===== config.mk =====
export PLATFORM = sky130hd
export DESIGN_NAME = ipv4_loopback_remap_core
export DESIGN_NICKNAME = d
export VERILOG_FILES = /design/src/sv/ilr_pkg.sv /design/src/sv/ilr_front.sv /design/src/sv/ilr_queue.sv /design/src/sv/ilr_back.sv /design/src/sv/ipv4_loopback_remap_core.sv
export SDC_FILE = /design/constraint.sdc
export NUM_CORES = 1
export LEC_CHECK = 0
export BUFFER_PORTS_ARGS = -buffer_cell sky130_fd_sc_hd__buf_2
export CAP_MARGIN = 20
export CORE_MARGIN = 2
export CORE_UTILIZATION = 40
export DETAILED_ROUTE_END_ITERATION = 10
export MAX_ROUTING_LAYER = met4
export SKIP_LAST_GASP = 1
export SYNTH_ARGS = -nofsm -noshare
export SYNTH_HDL_FRONTEND = slang
export SYNTH_HIERARCHICAL = 1
export SYNTH_SLANG_ARGS = --single-unit

===== constraint.sdc =====
create_clock -name clk -period 5.42 [get_ports clk]
set_clock_uncertainty 0.1 [all_clocks]
set_input_delay 1.084 -clock clk [delete_from_list [all_inputs] [get_ports clk]]
set_output_delay 1.084 -clock clk [all_outputs]
set_load 0.005 [all_outputs]

===== src/sv/ilr_pkg.sv =====
package ilr_pkg;

	// field and register widths
	localparam int ADDR_W    = 32;
	localparam int CMD_W     = 2;
	localparam int STATUS_W  = 2;
	localparam int COUNT_W   = 3;
	localparam int REG_IDX_W = 3;
	localparam int CFG_W     = 64;

	// defaults for the top-level parameters
	localparam int TABLE_ENTRIES_DEF = 4;
	localparam int QUEUE_DEPTH_DEF   = 4;

	// commands
	localparam logic [CMD_W-1:0] CMD_OUTBOUND = 2'd0;
	localparam logic [CMD_W-1:0] CMD_INBOUND  = 2'd1;
	localparam logic [CMD_W-1:0] CMD_CHECK    = 2'd2;

	// result status codes
	localparam logic [STATUS_W-1:0] ST_ASIS   = 2'd0;
	localparam logic [STATUS_W-1:0] ST_MAPPED = 2'd1;
	localparam logic [STATUS_W-1:0] ST_FAILED = 2'd2;

	// configuration register indexes
	localparam logic [REG_IDX_W-1:0] REG_IFACE_ADDRESS = 3'd0;
	localparam logic [REG_IDX_W-1:0] REG_IFACE_MASK    = 3'd1;
	localparam logic [REG_IDX_W-1:0] REG_IFACE_UP      = 3'd2;
	localparam logic [REG_IDX_W-1:0] REG_ENTRY_COUNT   = 3'd3;
	localparam logic [REG_IDX_W-1:0] REG_MAP_ENTRY_0   = 3'd4;

	// what the back end does with the queued data word
	typedef enum logic [1:0] {
		ACT_COPY,
		ACT_ADD,
		ACT_ZERO
	} act_t;

	// classified word passed from front to back
	typedef struct packed {
		act_t                act;
		logic [STATUS_W-1:0] status;
		logic [ADDR_W-1:0]   data;
	} item_t;

	// interface settings seen by front and back
	typedef struct packed {
		logic [ADDR_W-1:0]  iface_address;
		logic [ADDR_W-1:0]  iface_mask;
		logic               iface_up;
		logic [COUNT_W-1:0] entry_count;
	} cfg_t;

endpackage


===== src/sv/ilr_front.sv =====
module ilr_front #(
	parameter int TABLE_ENTRIES = ilr_pkg::TABLE_ENTRIES_DEF
) (
	input  logic                       clk,
	input  logic                       arst_n,
	input  logic                       in_valid,
	input  logic [ilr_pkg::CMD_W-1:0]  command,
	input  logic [ilr_pkg::ADDR_W-1:0] address,
	input  ilr_pkg::cfg_t              cfg,
	input  logic [ilr_pkg::ADDR_W-1:0] offset   [TABLE_ENTRIES],
	input  logic [ilr_pkg::ADDR_W-1:0] loopback [TABLE_ENTRIES],
	output logic                       valid_s1,
	output ilr_pkg::item_t             item_s1
);

	logic                          in_subnet;
	logic [ilr_pkg::ADDR_W-1:0]    host;
	logic [ilr_pkg::COUNT_W-1:0]   live;
	logic [TABLE_ENTRIES-1:0]      off_hit;
	logic [TABLE_ENTRIES-1:0]      loop_hit;
	logic [ilr_pkg::ADDR_W-1:0]    off_sel_loop;
	logic [ilr_pkg::ADDR_W-1:0]    loop_sel_off;
	logic                          out_match;
	ilr_pkg::item_t                item_d;

	// compare all live entries in parallel
	always_comb begin
		in_subnet = ((address ^ cfg.iface_address) & cfg.iface_mask) == '0;
		host      = address & ~cfg.iface_mask;
		if (cfg.entry_count > ilr_pkg::COUNT_W'(TABLE_ENTRIES))
			live = ilr_pkg::COUNT_W'(TABLE_ENTRIES);
		else
			live = cfg.entry_count;
		for (int k = 0; k < TABLE_ENTRIES; k++) begin
			off_hit[k]  = (ilr_pkg::COUNT_W'(k) < live) && (offset[k] == host);
			loop_hit[k] = (ilr_pkg::COUNT_W'(k) < live) && (loopback[k] == address);
		end
	end

	// pick the lowest-numbered hit
	always_comb begin
		off_sel_loop = '0;
		loop_sel_off = '0;
		for (int k = TABLE_ENTRIES - 1; k >= 0; k--) begin
			if (off_hit[k])
				off_sel_loop = loopback[k];
			if (loop_hit[k])
				loop_sel_off = offset[k];
		end
		out_match = in_subnet && (|off_hit);
	end

	// classify the word by command
	always_comb begin
		item_d.act    = ilr_pkg::ACT_ZERO;
		item_d.status = ilr_pkg::ST_FAILED;
		item_d.data   = address;
		case (command)
			ilr_pkg::CMD_OUTBOUND: begin
				item_d.act = ilr_pkg::ACT_COPY;
				if (cfg.iface_up && out_match) begin
					item_d.status = ilr_pkg::ST_MAPPED;
					item_d.data   = off_sel_loop;
				end else begin
					item_d.status = ilr_pkg::ST_ASIS;
				end
			end
			ilr_pkg::CMD_INBOUND: begin
				if (address[31:24] != 8'd127) begin
					item_d.act    = ilr_pkg::ACT_COPY;
					item_d.status = ilr_pkg::ST_ASIS;
				end else if (|loop_hit) begin
					item_d.act    = ilr_pkg::ACT_ADD;
					item_d.status = ilr_pkg::ST_MAPPED;
					item_d.data   = loop_sel_off;
				end
			end
			ilr_pkg::CMD_CHECK: begin
				item_d.act    = ilr_pkg::ACT_COPY;
				item_d.status = out_match ? ilr_pkg::ST_MAPPED : ilr_pkg::ST_ASIS;
			end
			default: begin
				item_d.act    = ilr_pkg::ACT_ZERO;
				item_d.status = ilr_pkg::ST_FAILED;
			end
		endcase
	end

	// register the classified word
	always_ff @(posedge clk or negedge arst_n) begin
		if (!arst_n) begin
			valid_s1 <= 1'b0;
		end else begin
			valid_s1 <= in_valid;
		end
	end

	always_ff @(posedge clk) begin
		if (in_valid)
			item_s1 <= item_d;
	end

endmodule


===== src/sv/ilr_queue.sv =====
module ilr_queue #(
	parameter int DEPTH = ilr_pkg::QUEUE_DEPTH_DEF
) (
	input  logic                         clk,
	input  logic                         arst_n,
	input  logic                         push,
	input  ilr_pkg::item_t               push_item,
	input  logic                         pop,
	output ilr_pkg::item_t               pop_item,
	output logic                         empty,
	output logic [$clog2(DEPTH+1)-1:0]   count
);

	localparam int PTR_W = (DEPTH > 1) ? $clog2(DEPTH) : 1;
	localparam int CNT_W = $clog2(DEPTH + 1);

	ilr_pkg::item_t    slot_q [DEPTH];
	logic [PTR_W-1:0]  wr_ptr_q;
	logic [PTR_W-1:0]  rd_ptr_q;
	logic [CNT_W-1:0]  count_q;
	logic              do_push;
	logic              do_pop;

	assign do_pop   = pop && (count_q != '0);
	assign do_push  = push && ((count_q != CNT_W'(DEPTH)) || do_pop);
	assign empty    = (count_q == '0);
	assign count    = count_q;
	assign pop_item = slot_q[rd_ptr_q];

	// advance pointers and count
	always_ff @(posedge clk or negedge arst_n) begin
		if (!arst_n) begin
			wr_ptr_q <= '0;
			rd_ptr_q <= '0;
			count_q  <= '0;
		end else begin
			if (do_push)
				wr_ptr_q <= (wr_ptr_q == PTR_W'(DEPTH - 1)) ? '0 : wr_ptr_q + 1'b1;
			if (do_pop)
				rd_ptr_q <= (rd_ptr_q == PTR_W'(DEPTH - 1)) ? '0 : rd_ptr_q + 1'b1;
			if (do_push && !do_pop)
				count_q <= count_q + 1'b1;
			else if (do_pop && !do_push)
				count_q <= count_q - 1'b1;
		end
	end

	// store the incoming word
	always_ff @(posedge clk) begin
		if (do_push)
			slot_q[wr_ptr_q] <= push_item;
	end

endmodule


===== src/sv/ilr_back.sv =====
module ilr_back (
	input  logic                          clk,
	input  logic                          arst_n,
	input  logic                          empty,
	input  ilr_pkg::item_t                head,
	input  ilr_pkg::cfg_t                 cfg,
	output logic                          pop,
	output logic                          done,
	output logic [ilr_pkg::STATUS_W-1:0]  status,
	output logic [ilr_pkg::ADDR_W-1:0]    result_address
);

	logic [ilr_pkg::ADDR_W-1:0] base;
	logic [ilr_pkg::ADDR_W-1:0] res_d;
	logic                       done_q;
	logic [ilr_pkg::STATUS_W-1:0] status_q;
	logic [ilr_pkg::ADDR_W-1:0] result_q;

	// drain one word per cycle while the queue is not empty; the receiver never stalls
	assign pop  = !empty;
	assign base = cfg.iface_address & cfg.iface_mask;

	// form the result address, wrapping the sum at 32 bits
	always_comb begin
		case (head.act)
			ilr_pkg::ACT_COPY: res_d = head.data;
			ilr_pkg::ACT_ADD:  res_d = base + head.data;
			ilr_pkg::ACT_ZERO: res_d = '0;
			default:           res_d = '0;
		endcase
	end

	always_ff @(posedge clk or negedge arst_n) begin
		if (!arst_n) begin
			done_q <= 1'b0;
		end else begin
			done_q <= pop;
		end
	end

	always_ff @(posedge clk) begin
		if (pop) begin
			status_q <= head.status;
			result_q <= res_d;
		end
	end

	assign done           = done_q;
	assign status         = status_q;
	assign result_address = result_q;

endmodule


===== src/sv/ipv4_loopback_remap_core.sv =====
// IPv4 loopback remapper.
// Issue a word by raising start with command and address while busy is low;
// the word is taken at that clock edge. Commands: outbound remap (subnet host
// to loopback), inbound remap (loopback to subnet base plus offset) and check
// (report a match only). Each word gives exactly one result on status and
// result_address, marked by done for a single cycle, in issue order.
// A word passes the front end register, the word queue and then the back end
// output register, which raises done with status and result_address.
// Throughput: one word per cycle while busy is low; all table entries are compared at once.
// busy rises when the queued words plus the word in the front end reach the
// queue depth; with the default depth this does not happen in steady use,
// since the back end drains every cycle and the receiver cannot stall.
// Settings are written through cfg_write, cfg_index and cfg_data with no
// wait; write them only while no word is in flight.
// Reset clears all settings to zero, empties the queue and drops any word in
// flight.
module ipv4_loopback_remap_core #(
	parameter int TABLE_ENTRIES = ilr_pkg::TABLE_ENTRIES_DEF,
	parameter int QUEUE_DEPTH   = ilr_pkg::QUEUE_DEPTH_DEF
) (
	input  logic                             clk,
	input  logic                             arst_n,
	input  logic                             start,
	output logic                             busy,
	input  logic [ilr_pkg::CMD_W-1:0]        command,
	input  logic [ilr_pkg::ADDR_W-1:0]       address,
	output logic                             done,
	output logic [ilr_pkg::STATUS_W-1:0]     status,
	output logic [ilr_pkg::ADDR_W-1:0]       result_address,
	input  logic                             cfg_write,
	input  logic [ilr_pkg::REG_IDX_W-1:0]    cfg_index,
	input  logic [ilr_pkg::CFG_W-1:0]        cfg_data
);

	localparam int CNT_W = $clog2(QUEUE_DEPTH + 1);

	ilr_pkg::cfg_t              cfg_q;
	logic [ilr_pkg::ADDR_W-1:0] offset_q   [TABLE_ENTRIES];
	logic [ilr_pkg::ADDR_W-1:0] loopback_q [TABLE_ENTRIES];
	logic                       accept;
	logic                       valid_s1;
	ilr_pkg::item_t             item_s1;
	ilr_pkg::item_t             head;
	logic                       empty;
	logic                       pop;
	logic [CNT_W-1:0]           count;

	// hold off new words when the queued words plus the one in the front end fill the queue
	assign busy   = ({1'b0, count} + (CNT_W + 1)'(valid_s1)) >= (CNT_W + 1)'(QUEUE_DEPTH);
	assign accept = start && !busy;

	// settings registers
	always_ff @(posedge clk or negedge arst_n) begin
		if (!arst_n) begin
			cfg_q <= '0;
			for (int k = 0; k < TABLE_ENTRIES; k++) begin
				offset_q[k]   <= '0;
				loopback_q[k] <= '0;
			end
		end else if (cfg_write) begin
			case (cfg_index)
				ilr_pkg::REG_IFACE_ADDRESS: cfg_q.iface_address <= cfg_data[31:0];
				ilr_pkg::REG_IFACE_MASK:    cfg_q.iface_mask    <= cfg_data[31:0];
				ilr_pkg::REG_IFACE_UP:      cfg_q.iface_up      <= cfg_data[0];
				ilr_pkg::REG_ENTRY_COUNT:   cfg_q.entry_count   <= cfg_data[2:0];
				default: begin
					for (int k = 0; k < TABLE_ENTRIES; k++) begin
						if (cfg_index == ilr_pkg::REG_IDX_W'(int'(ilr_pkg::REG_MAP_ENTRY_0) + k))
						begin
							offset_q[k]   <= cfg_data[63:32];
							loopback_q[k] <= cfg_data[31:0];
						end
					end
				end
			endcase
		end
	end

	ilr_front #(
		.TABLE_ENTRIES(TABLE_ENTRIES)
	) u_front (
		.clk      (clk),
		.arst_n   (arst_n),
		.in_valid (accept),
		.command  (command),
		.address  (address),
		.cfg      (cfg_q),
		.offset   (offset_q),
		.loopback (loopback_q),
		.valid_s1 (valid_s1),
		.item_s1  (item_s1)
	);

	ilr_queue #(
		.DEPTH(QUEUE_DEPTH)
	) u_queue (
		.clk       (clk),
		.arst_n    (arst_n),
		.push      (valid_s1),
		.push_item (item_s1),
		.pop       (pop),
		.pop_item  (head),
		.empty     (empty),
		.count     (count)
	);

	ilr_back u_back (
		.clk            (clk),
		.arst_n         (arst_n),
		.empty          (empty),
		.head           (head),
		.cfg            (cfg_q),
		.pop            (pop),
		.done           (done),
		.status         (status),
		.result_address (result_address)
	);

endmodule

# Yosys cells after proc, flatten, opt, wreduce, memory -nomap -nowiden
# Memory sizes are Yosys's and may differ from the RTL's.
# Cells that the tools add are included.
totals:
  register_bits: 403
  ramBits: 144
  out_inout_bits: 36
  mem_count: 1
op_classes:
  add_sub_neg: 6
  order_cmp: 6
  eq_ne: 22
  mux: 24
  n_bitwise: 6
  reduce_logical: 38
mem_list:
  columns: ["memory", "words", "width", "read_ports", "rd_ports_with_merged_regs", "write_ports", "line", "text"]
  rows:
  - ["u_queue.slot_q", 4, 36, 1, 0, 1, "ilr_queue.sv:17", "ilr_pkg::item_t slot_q [DEPTH];"]
ops:
  columns: ["cell", "n"]
  rows:
  - ["$mux 32", 10]
  - ["$eq 32x32->1", 8]
  - ["$pmux 32 s2", 2]
  - ["$and 32x32->32", 3]
  - ["$mux 36", 1]
  - ["$add 32x32->32", 1]
  - ["$logic_not 32->1", 1]
  - ["$not 32->32", 1]
  - ["$xor 32x32->32", 1]
  - ["$logic_and 1x1->1", 15]
  - ["$eq 3x3->1 const B", 4]
  - ["$pmux 4 s3", 1]
  - ["$reduce_and 3->1", 4]
  - ["$reduce_or 4->1", 3]
  - ["$mux 3", 3]
  - ["$ne 8x7->1 const B", 1]
  - ["$reduce_and 2->1", 4]
  - ["$eq 2x2->1 const B", 3]
  - ["$eq 3x2->1 const B", 2]
  - ["$logic_not 3->1", 2]
  - ["$lt 1x3->1 const A", 2]
  - ["$lt 2x3->1 const A", 2]
  - ["$add 2x1->2 const B", 2]
  - ["$add 3x1->4", 1]
  - ["other kinds (16)", 25]

# Depth between registers and ports, before layout
depth:
  ltp_word: 11
  depth_mapped: 13

# By module
# Netlist, hierarchy kept.
by_module_without_submodules:
  columns: ["module", "n_inst", "cells_each", "area_per_inst_um2"]
  rows:
  - ["ipv4_loopback_remap_core", 1, 696, 12087.8]
  - ["ilr_front", 1, 1183, 8529.4]
  - ["ilr_queue", 1, 224, 5634.2]
  - ["ilr_back", 1, 410, 3559.7]

# Worst setup path after synthesis
# Ideal clock, no wire load.
synth_timing:
  path_type: "input -> register"
  start: "input start"
  end: "register, netlist name u_front/item_s1[0]"
  arrival_time_ns: 3.904
  t_required_ns: 4.826
  path_slack_ns: 0.922
  path_stages: 2
  path_cell_list: "inv_1 > a311oi_1"
synth_between:
  elab_chain_len: 1
synth_rtl:
  columns: ["element", "line", "text"]
  rows:
  - ["start: declaration", "ipv4_loopback_remap_core.sv:23", "input logic start,"]
  - ["$logic_and 1x1->1", "ipv4_loopback_remap_core.sv:50", "assign accept = start && !busy;"]
  - ["net accept", "ipv4_loopback_remap_core.sv:40", "logic accept;"]
# The timed path passes the listed nets, and every way through them passes these cells.
# A chain may end at the register's enable or synchronous reset.

==> impl_metrics.csv <==
group,metric,value,unit
timing,fmax,218,MHz
routing,routed_wl,109,mm
critical_path,reg2reg_slack,1120,ps
power,leakagePower,13.1,nW
die,ios,141,
routing,post_drt_wl_per_cell,30.0,um
clocking,cts.sinks,546,
timing,period_share,84.7,%
global_route,grt.total_usage,28.8,%
power,ir_drop,0.272,mV
hold_path,hp-class,"reg2reg",
final_layout,multi_input_area,0.0138,sq mm
placement,place_area,0.0313,sq mm
final_layout,fin_area,0.0336,sq mm
critical_path,path_max_fanout,14,
placement,gp_congestion,0.975,
yosys,yosys_register_bits,546,
global_route,grt_max_degree,120,
global_route,gr-usage-met3,4.00,%
final_layout,final_common_cell,"dfrtp_1",
die,rows,100,
critical_path,r2r-end,"u_front/item_s1[5]",
critical_path,cp.required,5770,ps
placement,place_inst,3496,
power,fin_total_pwr,15.9,mW
routing,drt_iter0_drc,2140,
critical_path,criticalPathCategory,"in2reg",
die,core_area,0.0741,sq mm
routing,drc,0,
yosys,synth_edf_count,213,
yosys,async_flop_share,61.0,%
critical_path,end_kind,"register",
routing,drt_pass1_iterations,6,
clocking,clk_pin_slew_worst_paths,60,ps
clocking,cts.repair.resized,0,
global_route,met1_usage,38.6,%
critical_path,path_cells,"buf_2 -> nor2b_1 -> xnor2_1 -> nand4_1 -> nor3_1 -> and3_1 -> o41ai_4 -> o21ai_4 -> buf_4 -> o21ai_1 -> a221oi_1",
yosys,yosysWarnings,6,
timing,fin_ws,828,ps
hold_path,hold_start,"u_front/item_s1[25]",
timing,worst_pin_slew,1150,ps
routing,antenna_left,0,
placement,dp_hpwl,80.7,mm
clocking,postCtsSetupBuffers,0,
routing,via_per_inst,5.89,
critical_path,rr_startpoint,"cfg_q[8]",
flow_run,drv_cap,0,
yosys,syn_nets,2657,
timing,fin_hold_ws,404,ps
hold_path,min_to,"u_queue/slot_q[3][25]",
final_layout,final_cell_mix,"332 x dfrtp_1, 284 x mux2_2, 213 x edfxtp_1",
final_layout,fin_cells,3621,
die,dieArea,0.0767,sq mm
final_layout,area_growth,12.6,%
placement,io_buffers,140,
yosys,yosysUniqueCellTypes,97,
timing,slew_viol_final,0,
timing,hold_viol,0,
placement,pre_cts_ws,305,ps
final_layout,regArea,0.0147,sq mm
timing,rsz0062_at_grt,"no",
clocking,clk_root_buffer_cell,"clkbuf_16",
critical_path,cp-start-kind,"primary input",
die,die_h,277,um
global_route,grt_remaining_overflow,0,
yosys,yosysSeqAreaShare,49.4,%
critical_path,max_stage_delay,680,ps
global_route,grt_pass1_wl,155,mm
die,start_util,40.2,%
outcome,status,"finished, final reports clean",
clocking,clkLatencyLatePin,650,ps
critical_path,crit_path_top_delay_cell,"nor2b_1",
clocking,cts_tree,"yes",
die,die_w,277,um
final_layout,post-route-util,45.3,%
global_route,antenna_found_initial,11,
clocking,htree_levels,2,
yosys,synth-main-ff-cell,"dfrtp_1",
clocking,cts_buffers,61,
yosys,syn_avg_cell_area,11.9,sq um
global_route,grt-busiest-layer,"met2",
final_layout,fillerInstances,6853,
global_route,grtUsageMet2,43.7,%
yosys,syn_inst,2513,
final_layout,layout-drive-gt1-share,26.6,%
global_route,first_global_vias,21100,
critical_path,cp.arrival,4940,ps
timing,max_slew_margin,23.4,%
timing,final.min_clock_period,4590,ps
timing,finalSetupViolations,0,
timing,fin_tns_setup,0,ps
final_layout,layout.nets,2734,
routing,vias,21300,
power,cellPowerDensity,475,mW/mm^2
clocking,hold_buffers,0,
hold_path,min_path_cells,0,
yosys,netlist_area,0.0298,sq mm
clocking,cts_buffer_depth,3,
critical_path,r2r_cells,10,
-- layer usage --
metal / wire length [um] / vias up
li1: - / 9285
met1: 47200 / 10900
met2: 49300 / 914
met3: 6700 / 206
met4: 5380 / 0
met5: 0 / -
-- registers in the layout (all words and copies together) (netlist names) --
name / flops
u_back/status: 2
offset_q: 128
u_front/valid_s1: 1
u_queue/wr_ptr_q: 2
u_back/result_address: 32
u_queue/count: 3
u_front/item_s1: 35
loopback_q: 128
u_back/done: 1
u_queue/slot_q: 144
u_queue/rd_ptr_q: 2
cfg_q: 68
-- cell families (layout without fill, tap and decap cells) --
logic type | after synthesis | after routing | share of synthesized area [%]
AND/OR/NAND/NOR | 473 | 473 | 8.46
other | 0 | 10 | 0
multiplexers | 381 | 381 | 15.7
buffers and inverters | 259 | 388 | 4.44
AO/OA/AOI/OAI | 508 | 508 | 11.3
XOR/XNOR | 307 | 307 | 9.04
adder cells (fa/ha/maj) | 39 | 39 | 1.69
flip-flops | 546 | 546 | 49.4
-- cell usage after synthesis (37+ instances only) --
cell type    n  share of area, %
inv_1       75              0.94
o21ai_0    128               2.1
xor2_1     118               3.5
clkbuf_1    37              0.47
nand2_1    120               1.5
o21ai_1     49              0.82
nand4_1     60               1.3
xnor2_1    188               5.5
dfrtp_1    333                28
mux2_2     284                11
a22oi_1     39              0.98
buf_2       94               1.6
nor2b_1     41              0.86
mux2_1      42               1.6
edfxtp_1   213                21
nor2_1      88               1.1
ha_1        37               1.6
a21oi_1    138               2.3
-- how the worst max path moves through the flow --
stage	start	endpoint	slack, ps
6_report	address[4]	u_front/item_s1[5]	830
5_1_grt	address[1]	u_front/item_s1[5]	780
4_1_cts	address[1]	u_front/item_s1[5]	980
3_5_place_dp	address[1]	u_front/item_s1[5]	300
3_3_place_gp	address[1]	u_front/item_s1[20]	310
2_1_floorplan	start	u_front/item_s1[0]	920
-- area by class of cell --
| class | instances | area share (%) |
|---|---|---|
| clock inverters | 35 | 1.41 |
| well taps | 969 | 3.61 |
| flip-flops and latches | 546 | 43.9 |
| repair buffers | 197 | 3.73 |
| inverters | 76 | 0.850 |
| diodes | 10 | 0.0745 |
| multi-input cells | 1708 | 41.2 |
| clock buffers | 80 | 5.26 |
-- power by group --
part           total [mW]  leakage, nW  switching (mW)  internal [mW]
sequential           6.36         6.01           0.975           5.38
combinational        5.02         6.01            2.93           2.09
clock                4.55         1.10            1.82           2.74
-- critical path, delay by kind of cell --
kind / cells / cell delay, ps
AOI/OAI and AO/OA: 4 / 990
xor gates and xnor gates: 1 / 360
buffers and inverters: 2 / 560
and+or+nand+nor: 4 / 1910
No activity file was read; power rests on OpenSTA's default activity.
